===== src/design/mlqs_pkg.sv =====
// Package of the multilevel queue scheduler: constants, item types and the
// control structure passed from the front end to the dispatch engine. No dependencies.
`default_nettype none
package mlqs_pkg;
  localparam int LEVELS = 3;
  localparam int MAX_TASKS_DEF = 16;
  localparam int WORK_BITS_DEF = 12;
  localparam int SLICE_BITS_DEF = 8;
  localparam int PRIO_LEVEL0_MAX = 2;
  localparam int PRIO_LEVEL1_MAX = 4;
  localparam int ID_BITS = 4;
  localparam int PRIO_BITS = 4;
  localparam int BURST_BITS = 12;
  localparam int CFG_IDX_BITS = 3;
  localparam int CFG_DATA_BITS = 8;
  localparam int IN_DATA_BITS = 24;
  localparam int OUT_DATA_BITS = 8;

  typedef enum logic [CFG_IDX_BITS-1:0] {
    REG_SLICE0 = 3'd0,
    REG_SLICE1 = 3'd1,
    REG_SLICE2 = 3'd2,
    REG_RANK0  = 3'd3,
    REG_RANK1  = 3'd4,
    REG_RANK2  = 3'd5
  } cfg_reg_t;

  typedef enum logic {
    OP_ARRIVE = 1'b0,
    OP_TICK   = 1'b1
  } op_t;

  typedef struct packed {
    op_t                   op;
    logic [1:0]            level;
    logic [ID_BITS-1:0]    task_id;
    logic [BURST_BITS-1:0] burst;
  } cmd_t;

  function automatic logic [1:0] prio_to_level(input logic [PRIO_BITS-1:0] prio);
    logic [1:0] lvl;
    if (prio <= PRIO_BITS'(PRIO_LEVEL0_MAX)) lvl = 2'd0;
    else if (prio <= PRIO_BITS'(PRIO_LEVEL1_MAX)) lvl = 2'd1;
    else lvl = 2'd2;
    return lvl;
  endfunction
endpackage
`default_nettype wire


===== src/design/mlqs_front.sv =====
// Front end of the multilevel queue scheduler: accepts input transactions,
// classifies arrivals into levels and queues commands in a short FIFO. Uses mlqs_pkg.
`default_nettype none
module mlqs_front (
  input  wire logic          clk,
  input  wire logic          rst_n,
  input  wire logic          in_tvalid,
  output logic               in_tready,
  input  wire logic [mlqs_pkg::IN_DATA_BITS-1:0] in_tdata,
  input  wire logic          in_tuser,
  output logic               cmd_valid,
  input  wire logic          cmd_ready,
  output mlqs_pkg::cmd_t     cmd
);
  import mlqs_pkg::*;

  localparam int QD = 2;
  cmd_t       q_r [QD];
  logic       wp_r, rp_r;
  logic [1:0] cnt_r;
  cmd_t       c_in;
  logic       push, pop;

  always_comb begin
    c_in.op      = op_t'(in_tuser);
    c_in.task_id = in_tdata[ID_BITS-1:0];
    c_in.level   = prio_to_level(in_tdata[ID_BITS +: PRIO_BITS]);
    c_in.burst   = in_tdata[ID_BITS+PRIO_BITS +: BURST_BITS];
  end

  assign in_tready = (cnt_r != 2'(QD));
  assign push      = in_tvalid && in_tready;
  assign cmd_valid = (cnt_r != 2'd0);
  assign pop       = cmd_valid && cmd_ready;
  assign cmd       = q_r[rp_r];

  always_ff @(posedge clk) begin
    if (push) q_r[wp_r] <= c_in;
  end

  always_ff @(posedge clk) begin
    if (!rst_n) begin
      wp_r <= 1'b0; rp_r <= 1'b0; cnt_r <= 2'd0;
    end else begin
      if (push) wp_r <= ~wp_r;
      if (pop) rp_r <= ~rp_r;
      cnt_r <= cnt_r + 2'(push) - 2'(pop);
    end
  end
endmodule
`default_nettype wire


===== src/design/mlqs_engine.sv =====
// Dispatch engine of the multilevel queue scheduler: level FIFOs in memory,
// task state, preemption and dispatch sequencer, output register. Uses mlqs_pkg.
`default_nettype none
module mlqs_engine #(
  parameter int MAX_TASKS  = mlqs_pkg::MAX_TASKS_DEF,
  parameter int WORK_BITS  = mlqs_pkg::WORK_BITS_DEF,
  parameter int SLICE_BITS = mlqs_pkg::SLICE_BITS_DEF
) (
  input  wire logic           clk,
  input  wire logic           rst_n,
  input  wire logic           cmd_valid,
  output logic                cmd_ready,
  input  wire mlqs_pkg::cmd_t cmd,
  input  wire logic           cfg_valid,
  output logic                cfg_ready,
  input  wire logic [mlqs_pkg::CFG_IDX_BITS-1:0]  cfg_index,
  input  wire logic [mlqs_pkg::CFG_DATA_BITS-1:0] cfg_data,
  output logic                out_tvalid,
  input  wire logic           out_tready,
  output logic [mlqs_pkg::OUT_DATA_BITS-1:0] out_tdata,
  output logic                out_tuser
);
  import mlqs_pkg::*;

  localparam int PW = (MAX_TASKS > 1) ? $clog2(MAX_TASKS) : 1;
  localparam int CW = $clog2(MAX_TASKS + 1);
  localparam int SW = $clog2(LEVELS * MAX_TASKS);
  localparam int TW = (MAX_TASKS > 1) ? $clog2(MAX_TASKS) : 1;
  localparam int CMPW = ((SLICE_BITS > 8) ? SLICE_BITS : 8) + 1;
  localparam logic [SLICE_BITS-1:0] SLICE_MAX = '1;

  typedef enum logic [4:0] {
    S_IDLE = 5'b00001,
    S_PRE  = 5'b00010,
    S_SEL  = 5'b00100,
    S_RUN  = 5'b01000,
    S_OUT  = 5'b10000
  } state_t;

  state_t state_r;
  logic [7:0] slice_r [LEVELS];
  logic [1:0] rank_r  [LEVELS];
  logic [PW-1:0] head_r [LEVELS];
  logic [PW-1:0] tail_r [LEVELS];
  logic [CW-1:0] cnt_r  [LEVELS];
  logic [ID_BITS-1:0] slot_mem [LEVELS*MAX_TASKS];
  logic [WORK_BITS-1:0] work_mem [MAX_TASKS];
  logic [MAX_TASKS-1:0] disp_r;
  logic [TW-1:0]   cur_r;
  logic            curv_r;
  logic [1:0]      curl_r;
  logic [SLICE_BITS-1:0] used_r;
  logic [ID_BITS-1:0] slot_rd_r;
  logic [WORK_BITS-1:0] work_rd_r;
  logic            pop_wait_r;
  logic            ov_r;
  logic [OUT_DATA_BITS-1:0] od_r;
  logic            ou_r;

  function automatic logic ranks_ahead(input logic [1:0] a, input logic [1:0] b,
                                       input logic [1:0] ra, input logic [1:0] rb);
    logic r;
    if (ra != rb) r = ra < rb;
    else r = a < b;
    return r;
  endfunction

  logic [1:0] best;
  logic       any;
  logic       hi_pend;
  logic       slice_over;
  logic [CMPW-1:0] slc;
  logic [TW-1:0] arr_id;
  logic       out_free;
  logic       ov_load;

  always_comb begin
    best = 2'd0; any = 1'b0; hi_pend = 1'b0;
    for (int l = 0; l < LEVELS; l++) begin
      if (cnt_r[l] != '0) begin
        if (!any || ranks_ahead(2'(l), best, rank_r[l], rank_r[best])) best = 2'(l);
        any = 1'b1;
        if (ranks_ahead(2'(l), curl_r, rank_r[l], rank_r[curl_r])) hi_pend = 1'b1;
      end
    end
    slc = CMPW'(slice_r[curl_r]);
    slice_over = (slc != '0) && (CMPW'(used_r) >= slc);
  end

  assign arr_id    = TW'(cmd.task_id);
  assign cfg_ready = (state_r == S_IDLE);
  assign cmd_ready = (state_r == S_IDLE) && !cfg_valid;
  assign out_free  = !ov_r || out_tready;
  assign ov_load   = out_free && ((state_r == S_OUT) || (state_r == S_SEL && !any));

  logic req_ok;
  assign req_ok = cnt_r[curl_r] < CW'(MAX_TASKS);

  always_ff @(posedge clk) begin
    if (state_r == S_IDLE && cmd_valid && cmd.op == OP_ARRIVE && !cfg_valid
        && (32'(cmd.task_id) < MAX_TASKS) && cnt_r[cmd.level] < CW'(MAX_TASKS)) begin
      slot_mem[SW'(cmd.level) * SW'(MAX_TASKS) + SW'(tail_r[cmd.level])] <= cmd.task_id;
      work_mem[arr_id] <= WORK_BITS'(cmd.burst);
    end
    if (state_r == S_PRE && curv_r && (slice_over || hi_pend) && req_ok)
      slot_mem[SW'(curl_r) * SW'(MAX_TASKS) + SW'(tail_r[curl_r])] <= ID_BITS'(cur_r);
    if (state_r == S_SEL)
      slot_rd_r <= slot_mem[SW'(best) * SW'(MAX_TASKS) + SW'(head_r[best])];
    if (state_r == S_RUN && pop_wait_r == 1'b0)
      work_rd_r <= work_mem[cur_r];
    if (state_r == S_OUT)
      work_mem[cur_r] <= (work_rd_r <= WORK_BITS'(1)) ? '0 : work_rd_r - WORK_BITS'(1);
  end

  function automatic logic [PW-1:0] inc(input logic [PW-1:0] p);
    logic [PW-1:0] r;
    if (32'(p) + 1 >= MAX_TASKS) r = '0;
    else r = p + PW'(1);
    return r;
  endfunction

  always_ff @(posedge clk) begin
    if (!rst_n) begin
      state_r <= S_IDLE;
      slice_r[0] <= 8'd2; slice_r[1] <= 8'd4; slice_r[2] <= 8'd0;
      rank_r[0] <= 2'd0; rank_r[1] <= 2'd1; rank_r[2] <= 2'd2;
      for (int l = 0; l < LEVELS; l++) begin
        head_r[l] <= '0; tail_r[l] <= '0; cnt_r[l] <= '0;
      end
      disp_r <= '0; cur_r <= '0; curv_r <= 1'b0; curl_r <= 2'd0; used_r <= '0;
      pop_wait_r <= 1'b0; ov_r <= 1'b0; od_r <= '0; ou_r <= 1'b0;
    end else begin
      if (ov_r && out_tready && !ov_load) ov_r <= 1'b0;
      unique case (state_r)
        S_IDLE: begin
          if (cfg_valid) begin
            unique case (cfg_index)
              REG_SLICE0: slice_r[0] <= cfg_data;
              REG_SLICE1: slice_r[1] <= cfg_data;
              REG_SLICE2: slice_r[2] <= cfg_data;
              REG_RANK0:  rank_r[0]  <= cfg_data[1:0];
              REG_RANK1:  rank_r[1]  <= cfg_data[1:0];
              REG_RANK2:  rank_r[2]  <= cfg_data[1:0];
              default: ;
            endcase
          end else if (cmd_valid) begin
            if (cmd.op == OP_ARRIVE) begin
              if ((32'(cmd.task_id) < MAX_TASKS) && cnt_r[cmd.level] < CW'(MAX_TASKS)) begin
                tail_r[cmd.level] <= inc(tail_r[cmd.level]);
                cnt_r[cmd.level]  <= cnt_r[cmd.level] + CW'(1);
                disp_r[arr_id]    <= 1'b0;
              end
            end else begin
              state_r <= S_PRE;
            end
          end
        end
        S_PRE: begin
          if (curv_r && (slice_over || hi_pend) && req_ok) begin
            tail_r[curl_r] <= inc(tail_r[curl_r]);
            cnt_r[curl_r]  <= cnt_r[curl_r] + CW'(1);
            curv_r <= 1'b0;
            state_r <= S_SEL;
          end else if (curv_r) begin
            pop_wait_r <= 1'b0;
            state_r <= S_RUN;
          end else begin
            state_r <= S_SEL;
          end
        end
        S_SEL: begin
          if (!any) begin
            if (out_free) begin
              ov_r <= 1'b1; od_r <= '0; ou_r <= 1'b1;
              state_r <= S_IDLE;
            end
          end else begin
            head_r[best] <= inc(head_r[best]);
            cnt_r[best]  <= cnt_r[best] - CW'(1);
            curl_r <= best; curv_r <= 1'b1; used_r <= '0;
            pop_wait_r <= 1'b1;
            state_r <= S_RUN;
          end
        end
        S_RUN: begin
          if (pop_wait_r) begin
            cur_r <= TW'(slot_rd_r);
            pop_wait_r <= 1'b0;
          end else begin
            state_r <= S_OUT;
          end
        end
        S_OUT: begin
          if (out_free) begin
            ov_r <= 1'b1; ou_r <= 1'b0;
            od_r <= {(work_rd_r <= WORK_BITS'(1)), !disp_r[cur_r], curl_r,
                     ID_BITS'(cur_r)};
            disp_r[cur_r] <= 1'b1;
            if (used_r != SLICE_MAX) used_r <= used_r + SLICE_BITS'(1);
            if (work_rd_r <= WORK_BITS'(1)) curv_r <= 1'b0;
            state_r <= S_IDLE;
          end
        end
        default: state_r <= S_IDLE;
      endcase
    end
  end

  assign out_tvalid = ov_r;
  assign out_tdata  = od_r;
  assign out_tuser  = ou_r;
endmodule
`default_nettype wire


===== src/design/multilevel_queue_scheduler.sv =====
// Top level of the multilevel queue scheduler: front end, command queue and
// dispatch engine. Depends on mlqs_pkg, mlqs_front and mlqs_engine.
//
// Channel | Direction | Contents
// in_     | input     | tdata {burst_length, task_priority, task_id}, tuser op
// out_    | output    | tdata {task_finished, first_dispatch, running_level, running_task}, tuser idle
// cfg_    | input     | register index and write data
//
// An arrival is handled in the engine's idle state. A tick passes the preempt and select
// states when it is idle; preempt, run and output when the running task goes on; and
// preempt, select, run and output when a task is taken from the level FIFO memory.
// Reset is synchronous and active low and clears all control state.
// The front queue holds two commands, so input is taken while the engine
// waits on a stalled output register.
`default_nettype none
module multilevel_queue_scheduler #(
  parameter int MAX_TASKS  = mlqs_pkg::MAX_TASKS_DEF,
  parameter int WORK_BITS  = mlqs_pkg::WORK_BITS_DEF,
  parameter int SLICE_BITS = mlqs_pkg::SLICE_BITS_DEF
) (
  input  wire logic clk,
  input  wire logic rst_n,
  input  wire logic in_tvalid,
  output logic      in_tready,
  // task_id [3:0], task_priority [7:4], burst_length [19:8], zeros above
  input  wire logic [mlqs_pkg::IN_DATA_BITS-1:0] in_tdata,
  // op
  input  wire logic in_tuser,
  output logic      out_tvalid,
  input  wire logic out_tready,
  // running_task [3:0], running_level [5:4], first_dispatch [6], task_finished [7]
  output logic [mlqs_pkg::OUT_DATA_BITS-1:0] out_tdata,
  // idle
  output logic      out_tuser,
  input  wire logic cfg_valid,
  output logic      cfg_ready,
  input  wire logic [mlqs_pkg::CFG_IDX_BITS-1:0]  cfg_index,
  input  wire logic [mlqs_pkg::CFG_DATA_BITS-1:0] cfg_data
);
  import mlqs_pkg::*;

  logic cmd_valid, cmd_ready;
  cmd_t cmd;

  mlqs_front u_front (
    .clk, .rst_n, .in_tvalid, .in_tready, .in_tdata, .in_tuser,
    .cmd_valid, .cmd_ready, .cmd
  );

  mlqs_engine #(
    .MAX_TASKS(MAX_TASKS), .WORK_BITS(WORK_BITS), .SLICE_BITS(SLICE_BITS)
  ) u_engine (
    .clk, .rst_n, .cmd_valid, .cmd_ready, .cmd,
    .cfg_valid, .cfg_ready, .cfg_index, .cfg_data,
    .out_tvalid, .out_tready, .out_tdata, .out_tuser
  );
endmodule
`default_nettype wire


===== config.mk =====
export PLATFORM = sky130hd
export DESIGN_NAME = multilevel_queue_scheduler
export DESIGN_NICKNAME = d
export VERILOG_FILES = /design/src/design/mlqs_pkg.sv /design/src/design/mlqs_front.sv /design/src/design/mlqs_engine.sv /design/src/design/multilevel_queue_scheduler.sv
export SDC_FILE = /design/constraint.sdc
export NUM_CORES = 1
export LEC_CHECK = 0
export BUFFER_PORTS_ARGS = -buffer_cell sky130_fd_sc_hd__buf_2
export CAP_MARGIN = 20
export CELL_PAD_IN_SITES_DETAIL_PLACEMENT = 1
export CELL_PAD_IN_SITES_GLOBAL_PLACEMENT = 2
export CORE_ASPECT_RATIO = 1.1
export CORE_MARGIN = 4
export CORE_UTILIZATION = 30
export DETAILED_ROUTE_END_ITERATION = 10
export PLACE_DENSITY_LB_ADDON = 0.1
export SLEW_MARGIN = 20
export SYNTH_ARGS = -nofsm -noshare
export SYNTH_HDL_FRONTEND = slang
export SYNTH_SLANG_ARGS = --single-unit

===== constraint.sdc =====
create_clock -name clk -period 5.8 [get_ports clk]
set_clock_uncertainty 0.1 [all_clocks]
set_input_delay 1.16 -clock clk [delete_from_list [all_inputs] [get_ports clk]]
set_output_delay 1.16 -clock clk [all_outputs]
set_load 0.005 [all_outputs]

# [Word level (Yosys, flattened, before mapping)]
# Memory sizes are Yosys's and may differ from the RTL's. A register that Yosys moved wholly into a read port is not among the register bits.
# Cells that the tools add are included.
[op_classes] eq_ne=32 n_lt_le_gt_ge=22 n_reduce_logical=58 n_mux=180 bitwise_logic=13 n_addsub=16
[op_table] cell="two-way mux 1 bit" count=99
[op_table] cell="greater-or-equal comparator 32 x 5 -> 1 bit, second input constant" count=3
[op_table] cell="two-way mux 4 bit" count=21
[op_table] cell="two-way mux 16 bit" count=5
[op_table] cell="two-way mux 8 bit" count=9
[op_table] cell="two-way mux 5 bit" count=10
[op_table] cell="two-way mux 2 bit" count=22
[op_table] cell="case mux 16 bit (2 select lines)" count=1
[op_table] cell="case mux 8 bit (2 select lines)" count=2
[op_table] cell="case mux 5 bit (5 select lines)" count=1
[op_table] cell="two-way mux 12 bit" count=2
[op_table] cell="logical AND 1 bit" count=20
[op_table] cell="adder 6 x 4 -> 6 bit" count=3
[op_table] cell="inequality test 2 bit, second input constant" count=9
[op_table] cell="AND 16 bit" count=1
[op_table] cell="NOT 16 bit" count=1
[op_table] cell="bitwise OR 16 bit" count=1
[op_table] cell="AND reduction 4 bit" count=4
[op_table] cell="OR reduction 4 bit" count=4
[op_table] cell="adder 4 x 1 -> 5 bit, second input constant" count=3
[op_table] cell="nonzero test 5 bit" count=3
[op_table] cell="OR reduction 5 bit" count=3
[op_table] cell="inequality test 2 x 1 -> 1 bit, second input constant" count=7
[op_table] cell="adder 4 x 1 -> 4 bit, second input constant" count=3
[op_table] cell="other kinds (43)" count=84
[totals] wordCells=342 memories=8 regBits=51 input_bits=41 mem_bits_rw=491
[mem_list] name="u_engine.slot_mem" words=48 width=4 rd=1 rd_ports_with_merged_regs=1 wr=1 line="mlqs_engine.sv:46" text="logic [ID_BITS-1:0] slot_mem [LEVELS*MAX_TASKS];"
[mem_list] name="u_engine.work_mem" words=16 width=12 rd=1 rd_ports_with_merged_regs=1 wr=1 line="mlqs_engine.sv:47" text="logic [WORK_BITS-1:0] work_mem [MAX_TASKS];"
[mem_list] name="u_front.q_r" words=2 width=19 rd=1 rd_ports_with_merged_regs=1 wr=1 line="mlqs_front.sv:18" text="cmd_t q_r [QD];"
[mem_list] name="u_engine.slice_r" words=3 width=8 rd=1 rd_ports_with_merged_regs=1 wr=3 line="mlqs_engine.sv:41" text="logic [7:0] slice_r [LEVELS];"
[mem_list] name="u_engine.cnt_r" words=3 width=5 rd=6 rd_ports_with_merged_regs=1 wr=3 line="mlqs_engine.sv:45" text="logic [CW-1:0] cnt_r [LEVELS];"
[mem_list] name="u_engine.head_r" words=3 width=4 rd=1 rd_ports_with_merged_regs=0 wr=3 line="mlqs_engine.sv:43" text="logic [PW-1:0] head_r [LEVELS];"
[mem_list] name="2 more memories"

# [Logic depth before layout (Yosys ltp)]
# Gate-level depths: netlist of run 1.
# An unclocked memory read counts as a cell.
[depth] depth_word=22 mapped_depth=22 ltp_nobuf=20

# [By module]
# From an unflattened synthesis of run 1, not the netlist that was laid out.
[unflattened] cells_unflattened=1679 area_unflattened_um2=24730.0
[modules_own_cells] module="mlqs_engine" area_each_um2=23062.1 seq_area_each_um2=15334.7 instances=1 cells_each=1585
[modules_own_cells] module="mlqs_front" area_each_um2=1667.8 seq_area_each_um2=1241.2 instances=1 cells_each=94

# [Worst setup path before layout of run 1]
# No wires, ideal clock.
[synth_timing] path_kind="register to register" from="reg (tool-made name)" to="mem u_engine.slot_mem[0][2] (data pin)" stages_incl_launch_ff=14 path_buffers=4 synth_period_minus_slack_ns=4.747 arrival_time_ns=4.155 setup_slack_ns=1.053 setup_time_ns=0.493 path_cell_list="dfxtp_1 buf_2 clkbuf_1 nor2_1 a21oi_1 ha_1 and3_1 o21ai_0 o2111ai_4 nand3_2 buf_6 buf_2 nor2_1 a31oi_1"
[synth_lines] element="end, declared" line="mlqs_engine.sv:46"

==> results of run 1 <==
[area by class of cell]
type	instances	area share
Timing Repair Buffer	132	0.0315
Clock inverter	34	0.0106
Multi-Input combinational cell	1071	0.275
Clock buffer	87	0.0616
Inverter	42	0.00541
Tap cell	1073	0.0461
Sequential cell	570	0.569
[power by group]
part	switching (mW)	total, mW	internal, mW
Combinational	1.48	2.09	0.615
Sequential	0.0614	4.95	4.89
Clock	1.72	4.05	2.34
[final timing paths]
kind | startpoint | cells after the start | endpoint
max | u_engine.cnt_r[0][2] | 17 | u_engine.slot_rd_r[1]
max reg2reg | u_engine.cnt_r[0][2] | 17 | u_engine.slot_rd_r[1]
min reg2reg | u_engine.out_tdata[4] | 2 | u_engine.out_tdata[4]
min | u_engine.out_tdata[4] | 2 | u_engine.out_tdata[4]
[per-layer routing]
layer  routed length (µm)  global-route usage  vias to the layer above
li1                     -                   -                     7057
met1                33400               0.224                     7961
met2                36000               0.276                      202
met3                 2070              0.0226                       76
met4                 1130              0.0391                        0
met5                    0                   0                        -
[flip-flops by register name, summed over array words and instances (netlist names), 2 cells and up, named ones only]
register / count
u_engine.slice_r: 24
u_engine.curl_r: 2
u_engine.used_r: 8
u_engine.head_r: 12
u_engine.work_rd_r: 12
u_engine.cur_r: 4
u_front.cnt_r: 2
u_engine.out_tdata: 8
u_engine.slot_mem: 192
u_engine.rank_r: 6
u_engine.slot_rd_r: 4
u_engine.work_mem: 192
u_engine.tail_r: 16
u_engine.disp_r: 16
u_engine.cnt_r: 20
u_front.q_r: 38
u_engine.state_r: 5
[cell families after synthesis]
logic type | count (synthesis) | synth area share
AOI/OAI and AO/OA | 273 | 0.0776
adders and majority gates | 28 | 0.0139
xor gates and xnor gates | 26 | 0.00906
DFF | 570 | 0.660
buffers and inverters | 125 | 0.0241
muxes | 162 | 0.107
and+or+nand+nor | 582 | 0.108
[per-stage QoR]
stage | power, mW | hold slack [ns]
floorplan | 6.30 | 0.353
global placement | 7.14 | 0.379
detailed placement | 7.18 | 0.384
CTS | 11.3 | 0.401
global route | 11.7 | 0.430
finish | 11.1 | 0.396
[worst reg2reg max path, stage by stage, from the launching register on]
cell	delay (ns)
edfxtp_1	0.46
or4_4	0.59
nor2_1	0.34
o21a_1	0.30
nand2_1	0.08
o21ai_0	0.08
ha_1	0.25
nand2b_1	0.14
a21oi_1	0.40
o22a_1	0.29
nand2b_4	0.23
nand2_4	0.44
inv_2	0.29
buf_12	0.25
nand2_1	0.10
a31oi_1	0.09
a22oi_1	0.31
nand4_1	0.25
[cell usage in the layout, fill, tap and decap left out, types with 17 or more instances in the layout]
master / netlist / layout
edfxtp_1: 516 / 516
nor2_1: 189 / 188
nand2_1: 188 / 188
mux4_2: 83 / 83
buf_4: 7 / 79
clkbuf_16: 0 / 68
mux2i_1: 60 / 60
a21oi_1: 57 / 55
dfxtp_1: 54 / 51
buf_2: 24 / 49
inv_1: 40 / 40
o21ai_0: 41 / 40
nand3_1: 36 / 36
a31oi_1: 35 / 34
and3_1: 29 / 29
nor3_1: 29 / 29
ha_1: 28 / 28
a211oi_1: 25 / 25
nand2b_1: 20 / 20
mux2_2: 17 / 17
clkinv_1: 1 / 17
clkbuf_1: 32 / 17
==> out/qor.txt, run 1 <==
Final std cells w/o fill: 3,009
Setup violators final: 0
ANT cells: 0
Width of the die: 284 µm
Flop-to-flop setup slack: 0.48 ns
Number of synthesized register bits: 570
Max clock buf depth: 3
Synth Cell Area: 25,100 µm²
Setup Crit Path Kind: register to register
CP max FO: 38
Pin count of the biggest net entering global routing: 54
Status: completed
Min Tclk post-route: 5.32 ns
Core Area: 83,200 µm²
Row cnt: 111
Clock Latency Late Sink: 0.61 ns
Most numerous cell in the Yosys netlist: edfxtp_1
DP Wirelength: 51.0 mm
Leak: 9.73 nW
Worst Setup End Kind: register
Filler Cell Count: 8,661
Max incr delay on CP: 0.59 ns
Ranking of synthesized cells by area: edfxtp_1 62%, mux4_2 7.4%, dfxtp_1 4.3%
Final Hold Fails: 0
Final worst path period share: 0.917
Setup crit start kind: register
Worst-path clk slew: 0.06 ns
Design area: 29,100 µm²
Max Clock Freq: 0.188 GHz
Slew headroom: 0.375
Initial antenna violation count: 0
Area Growth Syn to Fin: 15.9%
Via/cell ratio: 5.08
Post-synth top flop: edfxtp_1
Vias in the first global route: 16,200
Initial Utilization: 0.302
Max Cap Viol: 0
DR vias: 15,300
Grt ovf: 0
Final core utilization: 0.350
Yosys cell types: 84
Htree depth: 3
Worst min path class: register to register
CTS buffer count: 68
WL per Instance: 24.1 µm
Post-detailed-routing wire length: 72.6 mm
CTS root buf: clkbuf_16
Seq/Total Area, Yosys: 0.660
Postcts setup bufs: 0
First-pass GRT wire length: 109 mm
Footprint of the multi-input gates: 8020 µm²
Overall global routing resource usage: 0.163
Initial DRC Count: 941
Most numerous cell on the critical path: nand2_1
Arrival @ worst endpoint: 5.49 ns
Final WS setup: 0.481 ns
FFs w/ async S/R, synth: 0
Worst path cell trace: or4_4 > nor2_1 > o21a_1 > nand2_1 > o21ai_0 > ha_1 > nand2b_1 > a21oi_1 > o22a_1 > nand2b_4 > nand2_4 > inv_2 > buf_12 > nand2_1 > a31oi_1 > a22oi_1 > nand4_1
Syn Nets: 1,835
EDFF count, synth: 516
Total die area: 88,400 µm²
Cell family with most CP delay: simple AND/OR/NAND/NOR gates
TNS Setup: 0 ns
Flip-flop and latch area: 16,600 µm²
Layout cell share with drive strength beyond 1: 0.200
Synth Warn #: 0
Dpl cell area: 27,000 µm²
Gate Count Post-Synth: 1,766
Avg Inst Size Synth: 14.2 µm²
Worst-margin pin slew: 0.931 ns
Remaining design rule violation count: 0
Post-Place Worst Slack: 0.484 ns
CTS resizes: 0
VDD IR max: 241 µV
Nets: 1,954
Commonest cells in the synthesized netlist: 516 x edfxtp_1, 189 x nor2_1, 188 x nand2_1
RSZ-0062 raised after global routing: false
Routability Congestion: 0.755
I/O pin cnt: 53
CTS tree: built
Die Ht: 312 µm
Clk sinks: 570
P per Cell Area: 381 nW/µm²
Slew Limit Fails: 0
Share of Yosys cell area claimed by the top area cell type: 0.617
Slowest CP cell: or4_4
Area leader, netlist: edfxtp_1
Final ANT Viol Nets: 0
WP data required: 5.97 ns
DP Cell Count: 2,888
I/O Buffers: 48
Hold-fix buffers, CTS: 0
First-pass DRT Iterations: 5
CP Buf/Inv Count: 2
No activity file was read; power rests on OpenSTA's default activity.
==> run 2, diff against run 1 <==
CORE_UTILIZATION = 27   (was 30)
HOLD_SLACK_MARGIN = 0.12   (was unset)
PLACE_DENSITY = 0.62   (was unset)
PLACE_DENSITY_LB_ADDON = unset   (was 0.1)
==> run 2 against run 1 <==
Utilization decreased by 3.3 points. Sequential share of layout area decreased by 0.39 points. Largest cell class unchanged. Power increased by 0.87%. Highest routed layer is now met5. Combinational power decreased by 4%. Largest power group unchanged. First-iteration DRC count increased by 3.2%. Design area increased by 0.69%.
==> out/qor.txt, run 2 (same netlist as run 1, synthesis figures left out) <==
CTS resizes: 0
Total power: 11.2 mW
CP max FO: 30
Overall global routing resource usage: 0.143
Worst min path class: register to register
P per Cell Area: 382 nW/µm²
Hold Crit Depth: 2
Top Usage Layer GRT: met2
Die Ht: 328 µm
Max clock buf depth: 3
Slowest CP cell: or4_4
RSZ-0062 raised after global routing: false
CTS buffer count: 67
Clock Latency Late Sink: 0.60 ns
R2r worst-path depth: 15
Slew Limit Fails: 0
Post-detailed-routing wire length: 70.4 mm
Initial Utilization: 0.272
Arrival @ worst endpoint: 5.32 ns
Cell family with most CP delay: simple AND/OR/NAND/NOR gates
Final std cells w/o fill: 3,173
First-pass DRT Iterations: 5
Setup violators final: 0
Postcts setup bufs: 0
Hold-fix buffers, CTS: 0
Reg-to-reg startpoint: u_engine.cnt_r[0][2]
Crit path from: u_engine.cnt_r[0][2]
Remaining design rule violation count: 0
CP Buf/Inv Count: 2
Worst Setup End Kind: register
Final Hold Fails: 0
Commonest non-fill, non-tap cell in the layout: edfxtp_1
I/O pin cnt: 53
Met3 Usage GRT: 0.0212
Worst path cell trace: or4_4 > nor2_1 > o21a_1 > buf_4 > a21oi_1 > ha_1 > a21oi_1 > o22a_1 > nand2b_4 > nand2_4 > buf_4 > mux2i_1 > a221oi_1 > a22oi_1 > nand4_1
Core Area: 92,400 µm²
Min Tclk post-route: 5.11 ns
Max Cap Viol: 0
CTS root buf: clkbuf_16
Routability Congestion: 0.784
WP data required: 6.00 ns
DP Wirelength: 47.5 mm
Layout cell share with drive strength beyond 1: 0.198
Met1 Resource Use GR: 0.178
Flip-flop and latch area: 16,600 µm²
Area Growth Syn to Fin: 16.7%
TNS Setup: 0 ns
Vias in the first global route: 16,800
Final ANT Viol Nets: 0
Clk sinks: 570
Highest-count cells in the layout ignoring fill and taps: 516 x edfxtp_1, 188 x nor2_1, 188 x nand2_1
First-pass GRT wire length: 107 mm
I/O Buffers: 48
Status: completed
Levels on crit path: 15
Final worst path period share: 0.882
CTS tree: built
Initial DRC Count: 971
Max incr delay on CP: 0.60 ns
DR vias: 15,300
Filler Cell Count: 9,790
VDD IR max: 250 µV
Slew headroom: 0.299
DP Cell Count: 3,050
Worst-margin pin slew: 1.05 ns
Pin count of the biggest net entering global routing: 49
WL per Instance: 22.2 µm
Met2 GRT Util: 0.262
Row cnt: 117
ANT cells: 0
Worst-path clk slew: 0.06 ns
Final core utilization: 0.317
Width of the die: 299 µm
Initial antenna violation count: 4
Nets: 1,939
Via/cell ratio: 4.83
Footprint of the multi-input gates: 8030 µm²
Leak: 9.71 nW
Htree depth: 3
Hold path start: u_engine.out_tdata[7]
Max Clock Freq: 0.196 GHz
Setup crit start kind: register
Setup Crit Path Kind: register to register
Total die area: 98,000 µm²
Grt ovf: 0
==> run 2: cell type report <==
class | instances | share of cell area
clock buffers | 84 | 0.0615
well taps | 1249 | 0.0533
repair buffers | 118 | 0.0265
inverters | 42 | 0.00538
flip-flops and latches | 570 | 0.565
clock inverters | 39 | 0.0138
multi-input cells | 1071 | 0.274
==> run 2: path summary, 6_finish.rpt <==
path / slack [ns] / to
worst max-delay path: 0.69 / u_engine.slot_rd_r[1]
worst min-delay path: 0.42 / u_engine.out_tdata[7]
worst max register to register: 0.69 / u_engine.slot_rd_r[1]
worst min register to register: 0.42 / u_engine.out_tdata[7]
==> run 2: through the flow <==
step	worst slack (ns)	instance area (µm²)	hold WS, ns
floorplan	1.05	25100	0.353
detailed placement	0.608	27100	0.392
global placement	0.670	27100	0.391
finish	0.687	29300	0.416
CTS	0.572	29300	0.413
global route	0.330	29300	0.447
==> run 2: worst reg2reg max path: stages (launching register included) <==
cell      delay [ns]
edfxtp_1        0.46
or4_4           0.60
nor2_1          0.16
o21a_1          0.21
buf_4           0.24
a21oi_1         0.10
ha_1            0.28
a21oi_1         0.34
o22a_1          0.32
nand2b_4        0.25
nand2_4         0.32
buf_4           0.43
mux2i_1         0.30
a221oi_1        0.15
a22oi_1         0.36
nand4_1         0.19
==> run 2: report_power, final <==
group          internal (mW)  leakage [nW]  total [mW]  switching, mW
Clock                   2.53          1.06        4.24           1.71
Combinational          0.586          3.47        2.00           1.42
Sequential              4.89          5.17        4.95         0.0591
==> run 2: per-layer routing <==
metal,wire length (µm),vias up
li1,-,7029
met1,30500,7979
met2,36700,210
met3,1880,94
met4,1240,2
met5,10,-
==> run 3, diff against run 2 <==
CORE_UTILIZATION = 46   (was 27)
PLACE_DENSITY = 0.9   (was 0.62)
==> run 3 against run 2 <==
Setup slack lost 0.13 ns. Clock-buffer cell count shrank 15. Global-route usage grew 8.4 points. Critical path depth grew 1. Worst hold slack gained 0.0044 ns. Sequential share of layout area grew 2.2 points. Cell count shrank 17%. Register-to-register slack lost 0.13 ns. Non-clock buffer count shrank 12. Sequential power is essentially flat.
==> out/qor.txt, run 3 (same netlist as run 1, synthesis figures left out) <==
Final ANT Viol Nets: 0
Arrival @ worst endpoint: 5.50 ns
Setup violators final: 0
Grt ovf: 0
Remaining design rule violation count: 0
Post-Place Worst Slack: 0.710 ns
Met1 Resource Use GR: 0.294
Status: completed
Setup Crit Path Kind: register to register
Via/cell ratio: 5.97
CP Buf/Inv Count: 1
Layout cell share with drive strength beyond 1: 0.186
Initial Utilization: 0.466
Setup crit start kind: register
Met3 Usage GRT: 0.0341
Hold-fix buffers, CTS: 0
Worst path cell trace: or4_4 > nor2_1 > o21a_1 > nand2_1 > o21ai_0 > ha_1 > nand2b_1 > a21oi_1 > o22ai_2 > buf_4 > o311ai_0 > nand2_1 > a211oi_1 > nor4_1 > a31oi_1 > nand4_1
CTS tree: built
Width of the die: 231 µm
Postcts setup bufs: 0
Slowest CP cell: or4_4
Gate power share: 0.186
Cell family with most CP delay: compound AO/OA/AOI/OAI gates
Worst-margin pin slew: 1.02 ns
First-pass GRT wire length: 101 mm
I/O pin cnt: 53
WL per Instance: 25.2 µm
Initial DRC Count: 1,308
WP data required: 6.06 ns
Worst Setup End Kind: register
Register share of total power: 0.468
Most numerous cell on the critical path: nand2_1
Min Tclk post-route: 5.24 ns
Slew headroom: 0.314
P_int: 7.54 mW
DR vias: 15,600
Die Ht: 253 µm
Max Clock Freq: 0.191 GHz
Leak: 9.49 nW
First-pass DRT Iterations: 5
DP Wirelength: 43.1 mm
Post-detailed-routing wire length: 66.0 mm
Routability Congestion: 0.859
RSZ-0062 raised after global routing: false
Filler Cell Count: 5,310
Final worst path period share: 0.904
Worst min path class: register to register
VDD IR max: 287 µV
R2r worst-path depth: 16
Met2 GRT Util: 0.399
Core Area: 53,900 µm²
Clk sinks: 570
Initial antenna violation count: 0
Sw frac: 0.287
I/O Buffers: 48
Top Usage Layer GRT: met2
Clock network power share: 0.346
Nets: 1,915
Vias in the first global route: 16,600
Worst-path clk slew: 0.07 ns
TNS Setup: 0 ns
Row cnt: 89
Final WS setup: 0.557 ns
Slew Limit Fails: 0
Final Hold Fails: 0
Htree depth: 2
Switching pwr: 3.04 mW
Total die area: 58,400 µm²
Clock Latency Late Sink: 0.65 ns
P per Cell Area: 375 nW/µm²
Max Cap Viol: 0
Max incr delay on CP: 0.62 ns
Highest-count cells in the layout ignoring fill and taps: 516 x edfxtp_1, 188 x nor2_1, 188 x nand2_1
CTS resizes: 0
Overall global routing resource usage: 0.227
Area Growth Syn to Fin: 12.4%
Commonest non-fill, non-tap cell in the layout: edfxtp_1
Max clock buf depth: 3
Hold Crit Depth: 2
Pin count of the biggest net entering global routing: 94
CTS buffer count: 55
CP max FO: 13
CTS root buf: clkbuf_16
Levels on crit path: 16
## run 3: cell count changes in the layout (fill, tap and decap cells not counted), moves of 3 or more
cell        previous run  this run
clkbuf_8               0         3
o21ai_0               40        37
clkbuf_1              14        11
clkinv_16              0         3
o21ai_1                2         5
clkbuf_16             70        55
clkinvlp_4             5         2
buf_4                 69        54
## run 3: worst register-to-register path: cells and delay by family (launching register included)
family / cells / cell delay (ns)
adder cells (fa/ha/maj): 1 / 0.26
AND/OR/NAND/NOR: 7 / 1.94
buffers and inverters: 1 / 0.23
flip-flops: 1 / 0.44
AO/OA/AOI/OAI: 7 / 2.02
## run 3: power by group through the flow
stage	Sequential (mW)	Combinational, mW	Clock (mW)
after CTS	4.95	1.95	3.73
after floorplan	5.02	1.27	0
final	4.95	1.97	3.66
after detailed placement	5.04	1.93	0
after global placement	5.03	1.83	0
after global routing	4.96	2.15	3.91
## run 3: path summary, 6_finish.rpt
check	slack [ns]	start	endpoint
max	0.56	u_engine.cnt_r[0][3]	u_engine.slot_rd_r[3]
min	0.42	u_engine.out_tdata[1]	u_engine.out_tdata[1]
max reg2reg	0.56	u_engine.cnt_r[0][3]	u_engine.slot_rd_r[3]
min reg2reg	0.42	u_engine.out_tdata[1]	u_engine.out_tdata[1]
## run 3: metrics by stage
stage,power [mW],hold WS [ns],utilization,instance area (µm²),cells
6_report,10.6,0.421,0.524,28200,2622
5_1_grt,11.0,0.442,0.524,28200,2621
4_1_cts,10.6,0.419,0.523,28200,2618
3_5_place_dp,6.97,0.407,0.488,26300,2514
3_3_place_gp,6.86,0.385,0.488,26300,2514
2_1_floorplan,6.30,0.353,-,25100,1766
## run 3: final cells by class
class / instances / area [µm²] / share of cell area
tap: 728 / 911 / 0.0323
antenna: 1 / 2.50 / 0.0000886
timing repair buffer: 106 / 698 / 0.0247
clock inverter: 35 / 399 / 0.0141
multi-input combinational: 1071 / 8020 / 0.284
sequential: 570 / 16600 / 0.587
inverter: 42 / 158 / 0.00558
clock buffer: 69 / 1460 / 0.0517
## run 3: per-layer routing
metal,share of wire,routed length [µm]
met2,0.52,34100
met3,0.053,3530
met1,0.40,26500
met4,0.029,1910
met5,0,0
